**config.mk**
```make
export PLATFORM = sky130hd
export DESIGN_NAME = hsv_to_rgb_converter_flat
export DESIGN_NICKNAME = d
export VERILOG_FILES = /design/src/rtl/hsv2rgb_pkg.sv /design/src/rtl/hsv2rgb_if.sv /design/src/rtl/hsv2rgb_cfg.sv /design/src/rtl/hsv2rgb_sector.sv /design/src/rtl/hsv2rgb_mul.sv /design/src/rtl/hsv2rgb_out.sv /design/src/rtl/hsv_to_rgb_converter.sv /design/src/flat_wrapper.sv
export SDC_FILE = /design/constraint.sdc
export NUM_CORES = 1
export LEC_CHECK = 0
export BUFFER_PORTS_ARGS = -buffer_cell sky130_fd_sc_hd__buf_2
export CAP_MARGIN = 20
export CORE_MARGIN = 10
export CORE_UTILIZATION = 58
export CTS_BUF_LIST = sky130_fd_sc_hd__clkbuf_4
export DETAILED_ROUTE_END_ITERATION = 8
export PLACE_DENSITY = 0.76
export RECOVER_POWER = 50
export SETUP_SLACK_MARGIN = 0.15
export SYNTH_ARGS = -nofsm -noshare
export SYNTH_HDL_FRONTEND = slang
export SYNTH_SLANG_ARGS = --single-unit
export TNS_END_PERCENT = 1
```
**constraint.sdc**
```tcl
create_clock -name clk -period 19.75 [get_ports clk]
set_input_delay 5.925 -clock clk [delete_from_list [all_inputs] [get_ports clk]]
set_output_delay 5.925 -clock clk [all_outputs]
set_load 0.03 [all_outputs]
```
**src/rtl/hsv2rgb_pkg.sv**
```systemverilog
`default_nettype none
package hsv2rgb_pkg;

	localparam int HUE_W    = 9;
	localparam int CFG_W    = 9;
	localparam int CH_W     = 8;
	localparam int PACK_W   = 3 * CH_W;
	localparam int APB_DW   = 32;
	localparam int APB_AW   = 3;
	localparam int SECTOR_DEG = 60;

	localparam logic [CFG_W-1:0] Q_ONE    = 9'd256;
	localparam logic [HUE_W-1:0] HUE_WRAP = 9'd360;

	localparam logic [CFG_W-1:0] SAT_RESET = 9'd256;
	localparam logic [CFG_W-1:0] BRI_RESET = 9'd38;

	// register index, taken from paddr[2]
	localparam logic REG_SAT = 1'b0;
	localparam logic REG_BRI = 1'b1;

	// red-yellow, yellow-green, green-cyan, cyan-blue, blue-magenta, magenta-red
	typedef enum logic [2:0] {
		SECT_RY,
		SECT_YG,
		SECT_GC,
		SECT_CB,
		SECT_BM,
		SECT_MR
	} sector_t;

	typedef struct packed {
		logic [CFG_W-1:0] sat;
		logic [CFG_W-1:0] bri;
	} cfg_t;

	typedef struct packed {
		logic    black;
		sector_t sector;
	} tag_t;

	function automatic logic [CFG_W-1:0] clamp_q18(input logic [CFG_W-1:0] x);
		return (x > Q_ONE) ? Q_ONE : x;
	endfunction

endpackage
`default_nettype wire

```
**src/rtl/hsv2rgb_if.sv**
```systemverilog
`default_nettype none
interface hue_if;
	logic                           valid;
	logic                           ready;
	logic [hsv2rgb_pkg::HUE_W-1:0]  hue_degrees;

	modport source (output valid, output hue_degrees, input ready);
	modport sink (input valid, input hue_degrees, output ready);
endinterface

interface rgb_if;
	logic                            valid;
	logic                            ready;
	logic [hsv2rgb_pkg::CH_W-1:0]    red;
	logic [hsv2rgb_pkg::CH_W-1:0]    green;
	logic [hsv2rgb_pkg::CH_W-1:0]    blue;
	logic [hsv2rgb_pkg::PACK_W-1:0]  packed_color;

	modport source (output valid, output red, output green, output blue,
		output packed_color, input ready);
	modport sink (input valid, input red, input green, input blue,
		input packed_color, output ready);
endinterface
`default_nettype wire

```
**src/rtl/hsv2rgb_cfg.sv**
```systemverilog
`default_nettype none
module hsv2rgb_cfg (
	input  wire logic                             clk,
	input  wire logic                             arst_n,
	input  wire logic                             psel,
	input  wire logic                             penable,
	input  wire logic                             pwrite,
	input  wire logic [hsv2rgb_pkg::APB_AW-1:0]   paddr,
	input  wire logic [hsv2rgb_pkg::APB_DW-1:0]   pwdata,
	output logic      [hsv2rgb_pkg::APB_DW-1:0]   prdata,
	output logic                                  pready,
	output hsv2rgb_pkg::cfg_t                     cfg
);
	import hsv2rgb_pkg::*;

	logic [CFG_W-1:0] sat_q;
	logic [CFG_W-1:0] bri_q;
	logic             wr_en;

	assign pready = 1'b1;
	assign wr_en  = psel && penable && pwrite;

	always_ff @(posedge clk or negedge arst_n) begin
		if (!arst_n) begin
			sat_q <= SAT_RESET;
			bri_q <= BRI_RESET;
		end else if (wr_en) begin
			case (paddr[2])
				REG_SAT: sat_q <= pwdata[CFG_W-1:0];
				REG_BRI: bri_q <= pwdata[CFG_W-1:0];
				default: ;
			endcase
		end
	end

	always_comb begin
		case (paddr[2])
			REG_SAT: prdata = APB_DW'(sat_q);
			REG_BRI: prdata = APB_DW'(bri_q);
			default: prdata = '0;
		endcase
	end

	assign cfg.sat = clamp_q18(sat_q);
	assign cfg.bri = clamp_q18(bri_q);

	a_wr_sat: assert property (@(posedge clk) disable iff (!arst_n)
		(wr_en && paddr[2] == REG_SAT) |=> (sat_q == $past(pwdata[CFG_W-1:0])))
		else $error("saturation write not taken");

endmodule
`default_nettype wire

```
**src/rtl/hsv2rgb_sector.sv**
```systemverilog
`default_nettype none
module hsv2rgb_sector (
	input  wire logic                  clk,
	input  wire logic                  arst_n,
	input  wire hsv2rgb_pkg::cfg_t     cfg,
	hue_if.sink                        hue_in,
	output logic                       valid_s1,
	input  wire logic                  ready_next,
	output hsv2rgb_pkg::tag_t          tag_s1,
	output logic [5:0]                 rem_s1
);
	import hsv2rgb_pkg::*;

	logic [HUE_W-1:0] h;
	sector_t          sector;
	logic [5:0]       rem;
	logic             black;
	logic             en_s1;

	assign hue_in.ready = !valid_s1 || ready_next;
	assign en_s1        = hue_in.valid && hue_in.ready;

	// 360 wraps to 0; above 360 is black unless sat is 0; any sector will do
	assign h     = (hue_in.hue_degrees >= HUE_WRAP) ? '0 : hue_in.hue_degrees;
	assign black = (hue_in.hue_degrees > HUE_WRAP) && (cfg.sat != '0);

	always_comb begin
		if (h < HUE_W'(SECTOR_DEG)) begin
			sector = SECT_RY;
			rem    = h[5:0];
		end else if (h < HUE_W'(2 * SECTOR_DEG)) begin
			sector = SECT_YG;
			rem    = 6'(h - HUE_W'(SECTOR_DEG));
		end else if (h < HUE_W'(3 * SECTOR_DEG)) begin
			sector = SECT_GC;
			rem    = 6'(h - HUE_W'(2 * SECTOR_DEG));
		end else if (h < HUE_W'(4 * SECTOR_DEG)) begin
			sector = SECT_CB;
			rem    = 6'(h - HUE_W'(3 * SECTOR_DEG));
		end else if (h < HUE_W'(5 * SECTOR_DEG)) begin
			sector = SECT_BM;
			rem    = 6'(h - HUE_W'(4 * SECTOR_DEG));
		end else begin
			sector = SECT_MR;
			rem    = 6'(h - HUE_W'(5 * SECTOR_DEG));
		end
	end

	always_ff @(posedge clk or negedge arst_n) begin
		if (!arst_n) begin
			valid_s1 <= 1'b0;
		end else if (hue_in.ready) begin
			valid_s1 <= hue_in.valid;
		end
	end

	always_ff @(posedge clk) begin
		if (en_s1) begin
			tag_s1.black  <= black;
			tag_s1.sector <= sector;
			rem_s1        <= rem;
		end
	end

	a_rem_range: assert property (@(posedge clk) disable iff (!arst_n)
		en_s1 |=> (rem_s1 < 6'(SECTOR_DEG)) && (tag_s1.sector <= SECT_MR))
		else $error("sector split out of range");

endmodule
`default_nettype wire

```
**src/rtl/hsv2rgb_mul.sv**
```systemverilog
`default_nettype none
module hsv2rgb_mul #(
	parameter int FB = 8
) (
	input  wire logic                  clk,
	input  wire logic                  arst_n,
	input  wire hsv2rgb_pkg::cfg_t     cfg,
	input  wire logic                  valid_s1,
	output logic                       ready_s1,
	input  wire hsv2rgb_pkg::tag_t     tag_s1,
	input  wire logic [5:0]            rem_s1,
	output logic                       valid_s4,
	input  wire logic                  ready_next,
	output hsv2rgb_pkg::tag_t          tag_s4,
	output logic [17:0]                a_s4,
	output logic [17+FB:0]             b_s4,
	output logic [17+FB:0]             c_s4
);
	import hsv2rgb_pkg::*;

	localparam int NW = 9 + FB;
	localparam logic [NW-1:0] FULL = NW'(1) << (8 + FB);
	localparam logic [FB:0]   ONE  = (FB+1)'(1) << FB;

	typedef logic [FB-1:0] fq_tab_t [64];

	function automatic fq_tab_t build_fq_tab();
		fq_tab_t t;
		for (int i = 0; i < 64; i++) begin
			t[i] = (i < SECTOR_DEG) ? FB'((i << FB) / SECTOR_DEG) : '0;
		end
		return t;
	endfunction

	localparam fq_tab_t FqTab = build_fq_tab();

	logic          valid_s2, valid_s3;
	logic          ready_s2, ready_s3, ready_s4;
	tag_t          tag_s2, tag_s3;
	logic [FB-1:0] fq_s2;
	logic [FB:0]   ofq_s2;
	logic [17:0]   a_s2, a_s3;
	logic [NW-1:0] nb_s3, nc_s3;
	logic [NW-1:0] sfq, sofq;

	assign ready_s4 = !valid_s4 || ready_next;
	assign ready_s3 = !valid_s3 || ready_s4;
	assign ready_s2 = !valid_s2 || ready_s3;
	assign ready_s1 = ready_s2;

	assign sfq  = NW'(cfg.sat) * NW'(fq_s2);
	assign sofq = NW'(cfg.sat) * NW'(ofq_s2);

	always_ff @(posedge clk or negedge arst_n) begin
		if (!arst_n) begin
			valid_s2 <= 1'b0;
			valid_s3 <= 1'b0;
			valid_s4 <= 1'b0;
		end else begin
			if (ready_s2) valid_s2 <= valid_s1;
			if (ready_s3) valid_s3 <= valid_s2;
			if (ready_s4) valid_s4 <= valid_s3;
		end
	end

	// fraction lookup and the A product
	always_ff @(posedge clk) begin
		if (valid_s1 && ready_s2) begin
			tag_s2 <= tag_s1;
			fq_s2  <= FqTab[rem_s1];
			ofq_s2 <= ONE - (FB+1)'(FqTab[rem_s1]);
			a_s2   <= 18'(cfg.bri) * 18'(Q_ONE - cfg.sat);
		end
	end

	// 1 - S*f and 1 - S*(1-f), scaled by 256*one
	always_ff @(posedge clk) begin
		if (valid_s2 && ready_s3) begin
			tag_s3 <= tag_s2;
			a_s3   <= a_s2;
			nb_s3  <= FULL - sfq;
			nc_s3  <= FULL - sofq;
		end
	end

	always_ff @(posedge clk) begin
		if (valid_s3 && ready_s4) begin
			tag_s4 <= tag_s3;
			a_s4   <= a_s3;
			b_s4   <= (18 + FB)'(cfg.bri) * (18 + FB)'(nb_s3);
			c_s4   <= (18 + FB)'(cfg.bri) * (18 + FB)'(nc_s3);
		end
	end

	a_hold_s4: assert property (@(posedge clk) disable iff (!arst_n)
		(valid_s4 && !ready_next) |=> (valid_s4 && $stable(b_s4) && $stable(c_s4)))
		else $error("stalled products changed");

endmodule
`default_nettype wire

```
**src/rtl/hsv2rgb_out.sv**
```systemverilog
`default_nettype none
module hsv2rgb_out #(
	parameter int FB = 8
) (
	input  wire logic                  clk,
	input  wire logic                  arst_n,
	input  wire hsv2rgb_pkg::cfg_t     cfg,
	input  wire logic                  valid_s4,
	output logic                       ready_s4,
	input  wire hsv2rgb_pkg::tag_t     tag_s4,
	input  wire logic [17:0]           a_s4,
	input  wire logic [17+FB:0]        b_s4,
	input  wire logic [17+FB:0]        c_s4,
	rgb_if.source                      rgb_out
);
	import hsv2rgb_pkg::*;

	localparam int PW = 18 + FB;

	logic            valid_s5;
	logic            en_s5;
	logic [CH_W-1:0] red_s5, green_s5, blue_s5;
	logic [16:0]     v_x;
	logic [25:0]     a_x;
	logic [PW+7:0]   b_x, c_x;
	logic [CH_W-1:0] v_ch, a_ch, b_ch, c_ch;
	logic [CH_W-1:0] r, g, b;

	assign ready_s4 = !valid_s5 || rgb_out.ready;
	assign en_s5    = valid_s4 && ready_s4;

	// x*255 as (x<<8)-x, then drop the fraction bits
	assign v_x  = (17'(cfg.bri) << 8) - 17'(cfg.bri);
	assign a_x  = (26'(a_s4) << 8) - 26'(a_s4);
	assign b_x  = ((PW+8)'(b_s4) << 8) - (PW+8)'(b_s4);
	assign c_x  = ((PW+8)'(c_s4) << 8) - (PW+8)'(c_s4);
	assign v_ch = v_x[15:8];
	assign a_ch = a_x[23:16];
	assign b_ch = b_x[FB+23:FB+16];
	assign c_ch = c_x[FB+23:FB+16];

	always_comb begin
		case (tag_s4.sector)
			SECT_RY: begin r = v_ch; g = c_ch; b = a_ch; end
			SECT_YG: begin r = b_ch; g = v_ch; b = a_ch; end
			SECT_GC: begin r = a_ch; g = v_ch; b = c_ch; end
			SECT_CB: begin r = a_ch; g = b_ch; b = v_ch; end
			SECT_BM: begin r = c_ch; g = a_ch; b = v_ch; end
			SECT_MR: begin r = v_ch; g = a_ch; b = b_ch; end
			default: begin r = v_ch; g = a_ch; b = b_ch; end
		endcase
	end

	always_ff @(posedge clk or negedge arst_n) begin
		if (!arst_n) begin
			valid_s5 <= 1'b0;
		end else if (ready_s4) begin
			valid_s5 <= valid_s4;
		end
	end

	always_ff @(posedge clk) begin
		if (en_s5) begin
			red_s5   <= tag_s4.black ? '0 : r;
			green_s5 <= tag_s4.black ? '0 : g;
			blue_s5  <= tag_s4.black ? '0 : b;
		end
	end

	assign rgb_out.valid        = valid_s5;
	assign rgb_out.red          = red_s5;
	assign rgb_out.green        = green_s5;
	assign rgb_out.blue         = blue_s5;
	assign rgb_out.packed_color = {red_s5, green_s5, blue_s5};

	a_black: assert property (@(posedge clk) disable iff (!arst_n)
		(en_s5 && tag_s4.black) |=> (valid_s5 && red_s5 == '0 && green_s5 == '0
			&& blue_s5 == '0))
		else $error("out-of-range hue not black");

endmodule
`default_nettype wire

```
**src/rtl/hsv_to_rgb_converter.sv**
```systemverilog
`default_nettype none
// HSV to RGB converter. Each item is a hue in whole degrees; saturation and
// brightness come from two APB registers in Q1.8 (256 = 1.0, larger values
// clamp to 1.0), at byte addresses 0 and 4. Write them only while no item is
// in flight. One item is accepted per clock while rgb_out is not stalled; a
// result passes a five-stage pipeline: sector split, fraction lookup, the
// 1-S*f terms, the brightness multiplies, and channel scaling with the output
// register. Each stage holds its item under back-pressure and takes a new
// one whenever it is empty or draining, so bubbles close up during a stall.
// Hue 360 wraps to 0; a hue above 360 gives black unless saturation is zero.
module hsv_to_rgb_converter #(
	parameter int FRACTION_BITS = 8
) (
	input  wire logic                             clk,
	input  wire logic                             arst_n,
	input  wire logic                             psel,
	input  wire logic                             penable,
	input  wire logic                             pwrite,
	input  wire logic [hsv2rgb_pkg::APB_AW-1:0]   paddr,
	input  wire logic [hsv2rgb_pkg::APB_DW-1:0]   pwdata,
	output logic      [hsv2rgb_pkg::APB_DW-1:0]   prdata,
	output logic                                  pready,
	hue_if.sink                                   hue_in,
	rgb_if.source                                 rgb_out
);
	import hsv2rgb_pkg::*;

	cfg_t                     cfg;
	logic                     valid_s1, ready_s1;
	tag_t                     tag_s1;
	logic [5:0]               rem_s1;
	logic                     valid_s4, ready_s4;
	tag_t                     tag_s4;
	logic [17:0]              a_s4;
	logic [17+FRACTION_BITS:0] b_s4, c_s4;

	hsv2rgb_cfg u_cfg (
		.clk     (clk),
		.arst_n  (arst_n),
		.psel    (psel),
		.penable (penable),
		.pwrite  (pwrite),
		.paddr   (paddr),
		.pwdata  (pwdata),
		.prdata  (prdata),
		.pready  (pready),
		.cfg     (cfg)
	);

	hsv2rgb_sector u_sector (
		.clk        (clk),
		.arst_n     (arst_n),
		.cfg        (cfg),
		.hue_in     (hue_in),
		.valid_s1   (valid_s1),
		.ready_next (ready_s1),
		.tag_s1     (tag_s1),
		.rem_s1     (rem_s1)
	);

	hsv2rgb_mul #(
		.FB (FRACTION_BITS)
	) u_mul (
		.clk        (clk),
		.arst_n     (arst_n),
		.cfg        (cfg),
		.valid_s1   (valid_s1),
		.ready_s1   (ready_s1),
		.tag_s1     (tag_s1),
		.rem_s1     (rem_s1),
		.valid_s4   (valid_s4),
		.ready_next (ready_s4),
		.tag_s4     (tag_s4),
		.a_s4       (a_s4),
		.b_s4       (b_s4),
		.c_s4       (c_s4)
	);

	hsv2rgb_out #(
		.FB (FRACTION_BITS)
	) u_out (
		.clk      (clk),
		.arst_n   (arst_n),
		.cfg      (cfg),
		.valid_s4 (valid_s4),
		.ready_s4 (ready_s4),
		.tag_s4   (tag_s4),
		.a_s4     (a_s4),
		.b_s4     (b_s4),
		.c_s4     (c_s4),
		.rgb_out  (rgb_out)
	);

endmodule
`default_nettype wire
```
**src/flat_wrapper.sv**
```systemverilog
// flat-port wrapper written by rule: the top's interface ports become plain ports
module hsv_to_rgb_converter_flat import hsv2rgb_pkg::*;
#(
	parameter int FRACTION_BITS = 8
)
  (clk, arst_n, psel, penable, pwrite, paddr, pwdata, prdata, pready, hue_in_valid, hue_in_hue_degrees, hue_in_ready, rgb_out_valid, rgb_out_red, rgb_out_green, rgb_out_blue, rgb_out_packed_color, rgb_out_ready);
  hue_if hue_in_i ();
  rgb_if rgb_out_i ();
  input  wire logic clk;
  input  wire logic arst_n;
  input  wire logic psel;
  input  wire logic penable;
  input  wire logic pwrite;
  input  wire logic [hsv2rgb_pkg::APB_AW-1:0] paddr;
  input  wire logic [hsv2rgb_pkg::APB_DW-1:0] pwdata;
  output logic      [hsv2rgb_pkg::APB_DW-1:0] prdata;
  output logic pready;
  input wire logic [$bits(hue_in_i.valid)-1:0] hue_in_valid;
  input wire logic [$bits(hue_in_i.hue_degrees)-1:0] hue_in_hue_degrees;
  output wire logic [$bits(hue_in_i.ready)-1:0] hue_in_ready;
  output wire logic [$bits(rgb_out_i.valid)-1:0] rgb_out_valid;
  output wire logic [$bits(rgb_out_i.red)-1:0] rgb_out_red;
  output wire logic [$bits(rgb_out_i.green)-1:0] rgb_out_green;
  output wire logic [$bits(rgb_out_i.blue)-1:0] rgb_out_blue;
  output wire logic [$bits(rgb_out_i.packed_color)-1:0] rgb_out_packed_color;
  input wire logic [$bits(rgb_out_i.ready)-1:0] rgb_out_ready;
  assign hue_in_i.valid = hue_in_valid;
  assign hue_in_i.hue_degrees = hue_in_hue_degrees;
  assign hue_in_ready = hue_in_i.ready;
  assign rgb_out_valid = rgb_out_i.valid;
  assign rgb_out_red = rgb_out_i.red;
  assign rgb_out_green = rgb_out_i.green;
  assign rgb_out_blue = rgb_out_i.blue;
  assign rgb_out_packed_color = rgb_out_i.packed_color;
  assign rgb_out_i.ready = rgb_out_ready;
  hsv_to_rgb_converter #(.FRACTION_BITS(FRACTION_BITS)) u_core (.clk(clk), .arst_n(arst_n), .psel(psel), .penable(penable), .pwrite(pwrite), .paddr(paddr), .pwdata(pwdata), .prdata(prdata), .pready(pready), .hue_in(hue_in_i), .rgb_out(rgb_out_i));
endmodule
```
==> results by group, run 1 <==
Clock network
  • Clk root buf: clkbuf_4
  • Worst-skew pair later-pin latency: 810 ps
  • CTS resizes: 0
  • H-tree Lvls: 2
  • Clock Tree Buf Depth: 3
  • Hold buffers post-CTS: 0
  • Total setup buffers inserted after CTS: 0
  • Reg clk slew, reported paths: around 60 ps
  • CTS Buf Count: 57
  • CTS tree: done
  • Clock sink count: 221

Timing
  • Fin. Hold Viols: 0
  • Setup TNS: 0 ps
  • Fin. max-slew vios: about 220
  • Clk_skew: ~57 ps
  • Final period utilization: 0.6547
  • Worst-margin pin slew: roughly 3500 ps
  • Final setup vio count: 0
  • RSZ-0062 raised after global routing: no
  • Final worst slack: 6820 ps
  • Highest clock rate: 77.34 MHz
  • Final min period: 12930 ps
  • Slew margin rel.: -1.325

Detailed routing
  • Detailed Route Iter0 Violations: about 1500
  • WL per Instance: 16.85 um
  • # DRC: 0
  • Vias/cell: approximately 5.6
  • 1st-pass router iterations: 6
  • Via Count: 21010
  • Antenna-violating nets left: 0
  • Final wirelength: 63510 um

Global route
  • First-pass GRT wire length: 106500 um
  • Largest net degree at the start of global routing: 74
  • Number of global-route vias before repair: ~22000
  • GRT Total Usage: 0.2185
  • Initial antenna violation count: 1
  • GRT Residual Overflow: 0

Worst setup path
  • Worst Path Class, Setup: primary input to output port
  • Crit path launch type: primary input
  • Crit-path cells: clkbuf_1 -> mux2_2 -> buf_2
  • CP peak stage delay: 460 ps
  • Setup crit end kind: output port
  • Worst EP required: around 14000 ps
  • Worst path slowest cell: clkbuf_1
  • WP buf/inv: 2
  • Top delay family on crit path: buffers and inverters
  • Worst Path Arrival: 7000 ps
  • Crit-path max FO: 12

Yosys
  • Ys async rst share: 0.1041
  • Post-synth top flop: edfxtp_1
  • Synth Instances: 3021
  • Synth Warn #: 0
  • EDFF count, synth: 198
  • Sequential cell area fraction in the yosys report: 0.2285
  • Mapped cell area: 28560 um^2
  • Mean Syn Cell Area: 9.453 um^2
  • Yosys reg bits: 221
  • Netlist cell types: 82

Outcome
  • Status: finished with violations
  • Failing checks: max-capacitance violations, max-slew violations

Hold path
  • Tightest Hold Check Type: flop to flop

Placement
  • Final GP Congestion: ~0.92
  • DP HPWL: 49800 um
  • Port Buf Inserts: 84
  • Setup WS pre-CTS: 7000 ps
  • Placed Area: approximately 29000 um^2

Die
  • Initial Util: 0.5846
  • Core Area: 48850 um^2
  • Row Count: 81
  • Boundary Pins: 134
  • Die ar.: around 60000 um^2
  • Chip height: 241.9 um
  • Die Span X: around 240 um

Final layout
  • Design area: 30070 um^2
  • Commonest cells after routing, fill and taps aside: inv_1 (533), nand2_1 (416), fa_1 (359)
  • Nets: 3768
  • Layout cells sized above 1: 0.08215
  • Most common cell after layout, fill and taps aside: inv_1
  • Area growth syn-to-layout: 5.280%

Flow run
  • Max-cap viol count: 5
## layer usage
layer,global-route usage,share of wire,vias up
met5,0,0,-
met1,0.2739,0.42,10370
met3,0.03781,0.065,118
met4,0.08507,0.032,0
met2,0.3713,0.49,699
li1,-,-,9832
## synthesized netlist by cell type, types with 40 or more instances
cell | count | area, um^2
buf_4 | 48 | 360.4
and2_1 | 161 | 1007
nor2_1 | 135 | 506.7
xnor2_1 | 92 | 805.8
ha_1 | 301 | 3766
a21oi_1 | 93 | 465.5
clkbuf_1 | 77 | 289.0
o21ai_0 | 61 | 305.3
fa_1 | 359 | 7187
nand2_1 | 416 | 1562
inv_1 | 533 | 2001
nor3_1 | 40 | 200.2
edfxtp_1 | 198 | 5946
## cell families (layout without fill, tap and decap cells)
kind of cell    Yosys count  after routing  share of synthesized area
buf+inv                 693            745                    0.09749
mux                      36             36                    0.01428
simple gates            927            927                     0.1537
compound gates          364            364                    0.08601
other cells               2             35                  0.0002630
xor+xnor                118            118                    0.03619
fa+ha+maj               660            660                     0.3835
flops                   221            221                     0.2285
## worst reg2reg max path: cells and delay by family, from the launching register on
kind | cells | cell delay (ps)
and+or+nand+nor | 3 | 3230
buffers and inverters | 3 | 2530
adders and majority gates | 5 | 2250
AOI/OAI and AO/OA | 7 | 1840
DFF | 1 | 360
## per-stage QoR
step / std cells / utilization / hold WS (ps)
2_1_floorplan: 3052 / - / 400.3
3_3_place_gp: 3661 / 0.6006 / 400.7
3_5_place_dp: 3661 / 0.6006 / 404.5
4_1_cts: 3767 / 0.6162 / 408.7
5_1_grt: 3769 / 0.6154 / 408.0
6_report: 3770 / 0.6155 / 413.3
## flip-flops by register name, summed over array words and instances (netlist names), 6 cells and up
register and flops:
u_core.u_cfg.bri_q 9, u_core.u_cfg.sat_q 9, u_core.u_mul.a_s2 18, u_core.u_mul.a_s3 18, u_core.u_mul.a_s4 18, u_core.u_mul.b_s4 26, u_core.u_mul.c_s4 25, u_core.u_mul.fq_s2 6
u_core.u_mul.nb_s3 17, u_core.u_mul.nc_s3 16, u_core.u_mul.ofq_s2 8, u_core.u_out.rgb_out.blue 8, u_core.u_out.rgb_out.green 8, u_core.u_out.rgb_out.red 8, u_core.u_sector.rem_s1 6
## worst paths after layout
kind                                    endpoint  slack [ps]                  start  cells after the start
setup / recovery                       prdata[5]        6820               paddr[2]                      3
hold / removal             u_core.u_mul.a_s3[16]         410  u_core.u_mul.a_s2[16]                      0
setup reg to reg           u_core.u_mul.c_s4[24]        9370  u_core.u_cfg.bri_q[8]                     18
hold reg to reg            u_core.u_mul.a_s3[16]         410  u_core.u_mul.a_s2[16]                      0
max in group asynchronous  u_core.u_cfg.bri_q[8]       13530                 arst_n                      1
min in group asynchronous  u_core.u_mul.valid_s2        5380                 arst_n                      1
## cell type report
cell class | count | area (um^2)
Multi-Input combinational cell | 2138 | 19390
Fill cell | 4054 | 18780
Sequential cell | 221 | 6528
Inverter | 534 | 2004
Tap cell | 664 | 830.8
Clock buffer | 81 | 608.1
Timing Repair Buffer | 105 | 545.5
Clock inverter | 25 | 156.4
Antenna cell | 2 | 5.005
Power of run 1 is left out: the tool's default activity adds up to more than one toggle a clock period on the data nets, which glitch-free logic cannot reach.
==> inputs of run 2 (changes only) <==
Settings changed: PLACE_DENSITY 0.76 to 0.79.
Clock period 19.75 ns to 11.48 ns, I/O delays scaled along.
==> run 2 against run 1 <==
The flow still finishes with violations (max-capacitance violations, max-slew violations). Sequential cell count unchanged. Wire length up 0.14%. Sequential share of layout area about the same. Hold slack better by 1.5 ps. Via count about the same. Clock skew up 18 ps.
==> results by group, run 2 (synthesized netlist as in run 1, its figures left out) <==
Outcome
  • Status: finished with violations
  • Failing checks: max-capacitance violations, max-slew violations

Global route
  • Initial antenna violation count: 3
  • GRT Residual Overflow: 0
  • First-pass GRT wire length: 107900 um
  • Largest net degree at the start of global routing: 70
  • Number of global-route vias before repair: 22350
  • GRT Total Usage: 0.2204

Final layout
  • Largest register by flop count: u_core.u_mul.b_s4
  • Most common cell after layout, fill and taps aside: inv_1
  • Layout cells sized above 1: 0.08086
  • # fillers: 4042
  • Finished Core Util: 0.6154
  • Area occupied by multi-input gates: 19380 um^2
  • Design area: 30060 um^2
  • Area growth syn-to-layout: 5.262%
  • Commonest cells after routing, fill and taps aside: inv_1 (533), nand2_1 (416), fa_1 (359)
  • Number of flip-flops under the largest register name: 26
  • Nets: 3770
  • Sequential cell area: between 6000 and 7000 um^2
  • Top Registers: u_core.u_mul.b_s4: 26 flops, u_core.u_mul.c_s4: 25 flops

Placement
  • DP HPWL: 51150 um
  • Placed Area: approximately 29000 um^2
  • Port Buf Inserts: 84
  • Setup WS pre-CTS: around 3700 ps
  • Final GP Congestion: between 0.9 and 1

Die
  • Initial Util: 0.5846
  • Chip height: 241.9 um
  • Row Count: 81
  • Die ar.: between 50000 and 60000 um^2
  • Core Area: 48850 um^2
  • Boundary Pins: about 130
  • Die Span X: around 240 um

Hold path
  • Worst hold path cell count: 0
  • Hold Startpoint: u_core.u_mul.a_s2[6]
  • Hold Path Sink: u_core.u_mul.a_s3[6]
  • Tightest Hold Check Type: flop to flop

Worst setup path
  • Crit-path max FO: 44
  • Crit path launch type: flop
  • Worst EP required: 12030 ps
  • Setup crit end kind: flop
  • Reg2reg end: u_core.u_mul.b_s4[25]
  • Worst Path Arrival: between 9000 and 10000 ps
  • Flop2flop setup slack: 2470 ps
  • Worst Path Class, Setup: flop to flop
  • R2R Path Start: u_core.u_cfg.bri_q[8]
  • Path depth of the worst reg2reg path: 18

Detailed routing
  • Final wirelength: 63600 um
  • WL per Instance: 16.88 um
  • 1st-pass router iterations: 5
  • Antenna-violating nets left: 0
  • Detailed Route Iter0 Violations: 1361
  • Via Count: between 20000 and 25000
  • # DRC: 0
  • Vias/cell: 5.574

Clock network
  • Hold buffers post-CTS: 0
  • Clock sink count: 221
  • H-tree Lvls: 2
  • Reg clk slew, reported paths: 80 ps
  • CTS resizes: 0
  • Clock Tree Buf Depth: 3
  • Clk root buf: clkbuf_4
  • CTS tree: done
  • Worst-skew pair later-pin latency: 810 ps
  • CTS Buf Count: 59
  • Total setup buffers inserted after CTS: 0

Timing
  • Final period utilization: 0.7846
  • Highest clock rate: 111.0 MHz
  • Final min period: 9007 ps
  • Clk_skew: 75.22 ps
  • Final worst slack: around 2500 ps
  • Setup TNS: 0 ps
  • Fin. Hold Viols: 0
  • RSZ-0062 raised after global routing: no
  • Worst-margin pin slew: approximately 3100 ps
  • Final setup vio count: 0
  • Slew margin rel.: -1.069
  • Fin. max-slew vios: around 170

Flow run
  • Max-cap viol count: 5
-- run 2: cell count changes in the layout (fill, tap and decap cells not counted), sizes merged --
cell,delta
clkbuf,-4
clkinv,+3
buf,+1
bufinv,+1
diode,-1
inv,-1
-- run 2: per-stage QoR --
stage                     cells  hold slack (ps)
after global placement     3661            401.7
after floorplan            3052            400.3
after CTS                  3767            410.7
after detailed placement   3661            404.5
final                      3769            414.7
after global routing       3769            424.5
-- run 2: metal layers --
| layer | track usage | share of wire | up-vias |
|---|---|---|---|
| li1 | - | - | 9823 |
| met1 | 0.2729 | 0.42 | 10420 |
| met2 | 0.3809 | 0.49 | 640 |
| met3 | 0.03660 | 0.058 | 125 |
| met4 | 0.08323 | 0.032 | 2 |
| met5 | 0 | 0.00020 | - |
-- run 2: worst max-delay path by stage --
stage / from / end / slack, ps
2_1_floorplan: paddr[2] / prdata[8] / 3670
3_3_place_gp: rgb_out_ready / hue_in_ready / 3680
3_5_place_dp: rgb_out_ready / hue_in_ready / 3700
4_1_cts: rgb_out_ready / hue_in_ready / 3690
5_1_grt: u_core.u_cfg.bri_q[8] / u_core.u_mul.b_s4[25] / 1930
6_report: u_core.u_cfg.bri_q[8] / u_core.u_mul.b_s4[25] / 2470
-- run 2: worst max-delay path: stages, from the launching register on --
cell       delay [ps]
dfrtp_1           720
clkbuf_1         1000
nor2b_1           730
clkbuf_1         1530
nand2_1           220
fa_1              580
inv_1              60
fa_1              500
fa_1              510
fa_1              520
ha_1              390
a41o_1            260
a221oi_1          530
nand2_1            90
o221ai_1          290
o2111ai_1         240
a31o_2            290
a21oi_1           170
xnor2_1            90
-- run 2: area by class of cell --
class / instances / area share
clock buffers: 78 / 0.01948
clock inverters: 28 / 0.005994
multi-input cells: 2138 / 0.6447
well taps: 664 / 0.02764
repair buffers: 105 / 0.01827
diodes: 1 / 0.00008325
flip-flops and latches: 221 / 0.2171
inverters: 534 / 0.06668
Power of run 2 is left out for the same reason.
==> inputs of run 3 (changes only) <==
Settings changed: ABC_AREA set to 1, PLACE_DENSITY 0.79 to 0.76.
Clock period 11.48 ns to 9.4 ns, I/O delays scaled along.
==> run 3 against run 2 <==
The flow still finishes with violations (max-capacitance violations, max-slew violations). Sequential cell count stayed put. Wire length is 13% higher. Area after synthesis is 6.2% higher. Global-route usage is 1.2 points higher. Count of clock-buffer cells in the layout is 7 higher. Utilization is 0.43 points higher.
==> results by group, run 3 <==
Global route
  • Initial antenna violation count: 2
  • First-pass GRT wire length: 119100 um
  • GRT Residual Overflow: 0
  • Number of global-route vias before repair: 24440
  • GR peak layer: met2
  • Met1 Track Usage GR: 0.2904
  • Largest net degree at the start of global routing: 72
  • GRT Total Usage: 0.2320
  • M2 GR Usage: 0.3819
  • Grt met3 use: 0.04894

Yosys
  • Netlist cell types: 60
  • Post-synth top flop: edfxtp_1
  • Mapped cell area: slightly above 30000 um^2
  • Largest area contributor in the netlist: fa_1
  • Yosys reg bits: ~220
  • Mean Syn Cell Area: between 8 and 9 um^2
  • Sequential cell area fraction in the yosys report: 0.2152
  • Synth top area cells: fa_1 (24%), edfxtp_1 (20%), ha_1 (12%), nand2_1 (10%), inv_1 (9.8%)
  • Top-count cell post-synth: nand2_1
  • Synth cell count leaders: nand2_1 (824), inv_1 (792), nor2_1 (384)
  • Synth Instances: 3774
  • Ys async rst share: 0.1041
  • Top cell type's share of synthesized area: 0.2370
  • EDFF count, synth: 198
  • Synth Warn #: 0

Worst setup path
  • Worst Path Class, Setup: flop to flop
  • Crit path launch type: flop
  • Crit-path max FO: 41
  • Setup crit end kind: flop
  • Worst EP required: 9950 ps
  • Worst Path Arrival: approximately 8600 ps

Final layout
  • # fillers: around 4600
  • Largest register by flop count: u_core.u_mul.b_s4
  • Number of flip-flops under the largest register name: 26
  • Commonest cells after routing, fill and taps aside: nand2_1 (829), inv_1 (795), nor2_1 (384)
  • Top Registers: u_core.u_mul.b_s4: 26 flops, u_core.u_mul.c_s4: 25 flops
  • Most common cell after layout, fill and taps aside: nand2_1
  • Nets: 4550
  • Area growth syn-to-layout: 5.265%
  • Layout cells sized above 1: 0.06327

Timing
  • Final min period: 8084 ps
  • Fin. Hold Viols: 0
  • Setup TNS: 0 ps
  • Clk_skew: 55.22 ps
  • Final setup vio count: 0
  • Worst-margin pin slew: 3571 ps
  • Slew margin rel.: -1.381
  • Fin. max-slew vios: 214
  • Final period utilization: 0.8600
  • RSZ-0062 raised after global routing: no
  • Highest clock rate: 123.7 MHz

Clock network
  • CTS resizes: 0
  • H-tree Lvls: 2
  • Clock sink count: 221
  • Hold buffers post-CTS: 0
  • Worst-skew pair later-pin latency: 820 ps
  • CTS tree: done
  • Total setup buffers inserted after CTS: 0
  • Reg clk slew, reported paths: 70 ps
  • Clk root buf: clkbuf_4
  • Clock Tree Buf Depth: 3
  • CTS Buf Count: 59

Die
  • Core Area: 51510 um^2
  • Die ar.: 61820 um^2
  • Boundary Pins: 134
  • Die Span X: 248.6 um
  • Row Count: 83
  • Initial Util: 0.5887
  • Chip height: 248.6 um

Detailed routing
  • Final wirelength: 71940 um
  • Detailed Route Iter0 Violations: 1857
  • Vias/cell: 5.376
  • Antenna-violating nets left: 0
  • 1st-pass router iterations: 5
  • Via Count: 24560
  • # DRC: 0
  • WL per Instance: 15.75 um

Flow run
  • Max-cap viol count: 5

Outcome
  • Status: finished with violations
  • Failing checks: max-capacitance violations, max-slew violations

Placement
  • Final GP Congestion: 0.9295
  • Port Buf Inserts: 84
  • DP HPWL: slightly below 60000 um

Hold path
  • Tightest Hold Check Type: flop to flop
-- run 3: cell families after synthesis --
logic type	share of synthesized area
AOI/OAI and AO/OA	0.06495
xor gates and xnor gates	0.02922
adders and majority gates	0.3612
buffers and inverters	0.1240
DFF	0.2152
other	0.0002477
and+or+nand+nor	0.2052
-- run 3: worst paths after layout --
path	cells past startpoint	endpoint	slack [ps]	startpoint
worst max-delay path	23	u_core.u_mul.a_s2[15]	1320	u_core.u_cfg.bri_q[8]
worst min-delay path	0	u_core.u_mul.tag_s2[1]	410	u_core.u_sector.tag_s1[1]
worst max register to register	23	u_core.u_mul.a_s2[15]	1320	u_core.u_cfg.bri_q[8]
worst min register to register	0	u_core.u_mul.tag_s2[1]	410	u_core.u_sector.tag_s1[1]
max in group asynchronous	1	u_core.u_cfg.sat_q[7]	6390	arst_n
min in group asynchronous	1	u_core.u_cfg.bri_q[7]	2250	arst_n
-- run 3: worst max-delay path: stages, from the launching register on --
cell	delay (ps)
dfrtp_1	320
clkbuf_1	1640
inv_8	230
nand2_1	180
clkbuf_1	880
clkinv_1	200
buf_4	340
nand2_1	150
fa_1	460
fa_1	490
inv_1	50
fa_1	450
fa_1	490
inv_1	50
fa_1	520
inv_1	50
ha_1	370
nand2_1	120
o21ai_0	170
a21oi_1	90
o21ai_0	300
nand3_1	110
nand2_1	90
xor2_1	60
-- run 3: routing by layer --
| metal | vias to the layer above | routed length (um) |
|---|---|---|
| li1 | 11810 | - |
| met1 | 11720 | 29410 |
| met2 | 879 | 34250 |
| met3 | 159 | 5680 |
| met4 | 0 | 2604 |
| met5 | - | 0 |
-- run 3: area by class of cell --
cell class,count,area [um^2],area share
Clock buffer,85,638.1,0.01999
Timing Repair Buffer,98,523.0,0.01639
Multi-Input combinational cell,2645,20110,0.6301
Tap cell,680,850.8,0.02666
Sequential cell,221,6526,0.2045
Clock inverter,25,203.9,0.006390
Antenna cell,1,2.502,0.00007840
Inverter,814,3063,0.09596
-- run 3: stage by stage --
step                      setup slack (ps)  utilization  area (um^2)  hold slack, ps  cells
final                                 1316       0.6197        31920           408.3   4569
after global routing                 994.7       0.6197        31920           410.6   4569
after CTS                             2375       0.6206        31970           411.1   4567
after detailed placement              2383       0.6042        31120           404.5   4457
after global placement                2443       0.6042        31120           401.9   4457
after floorplan                       2710            -        30440           400.3   3805
Power of run 3 is left out for the same reason.
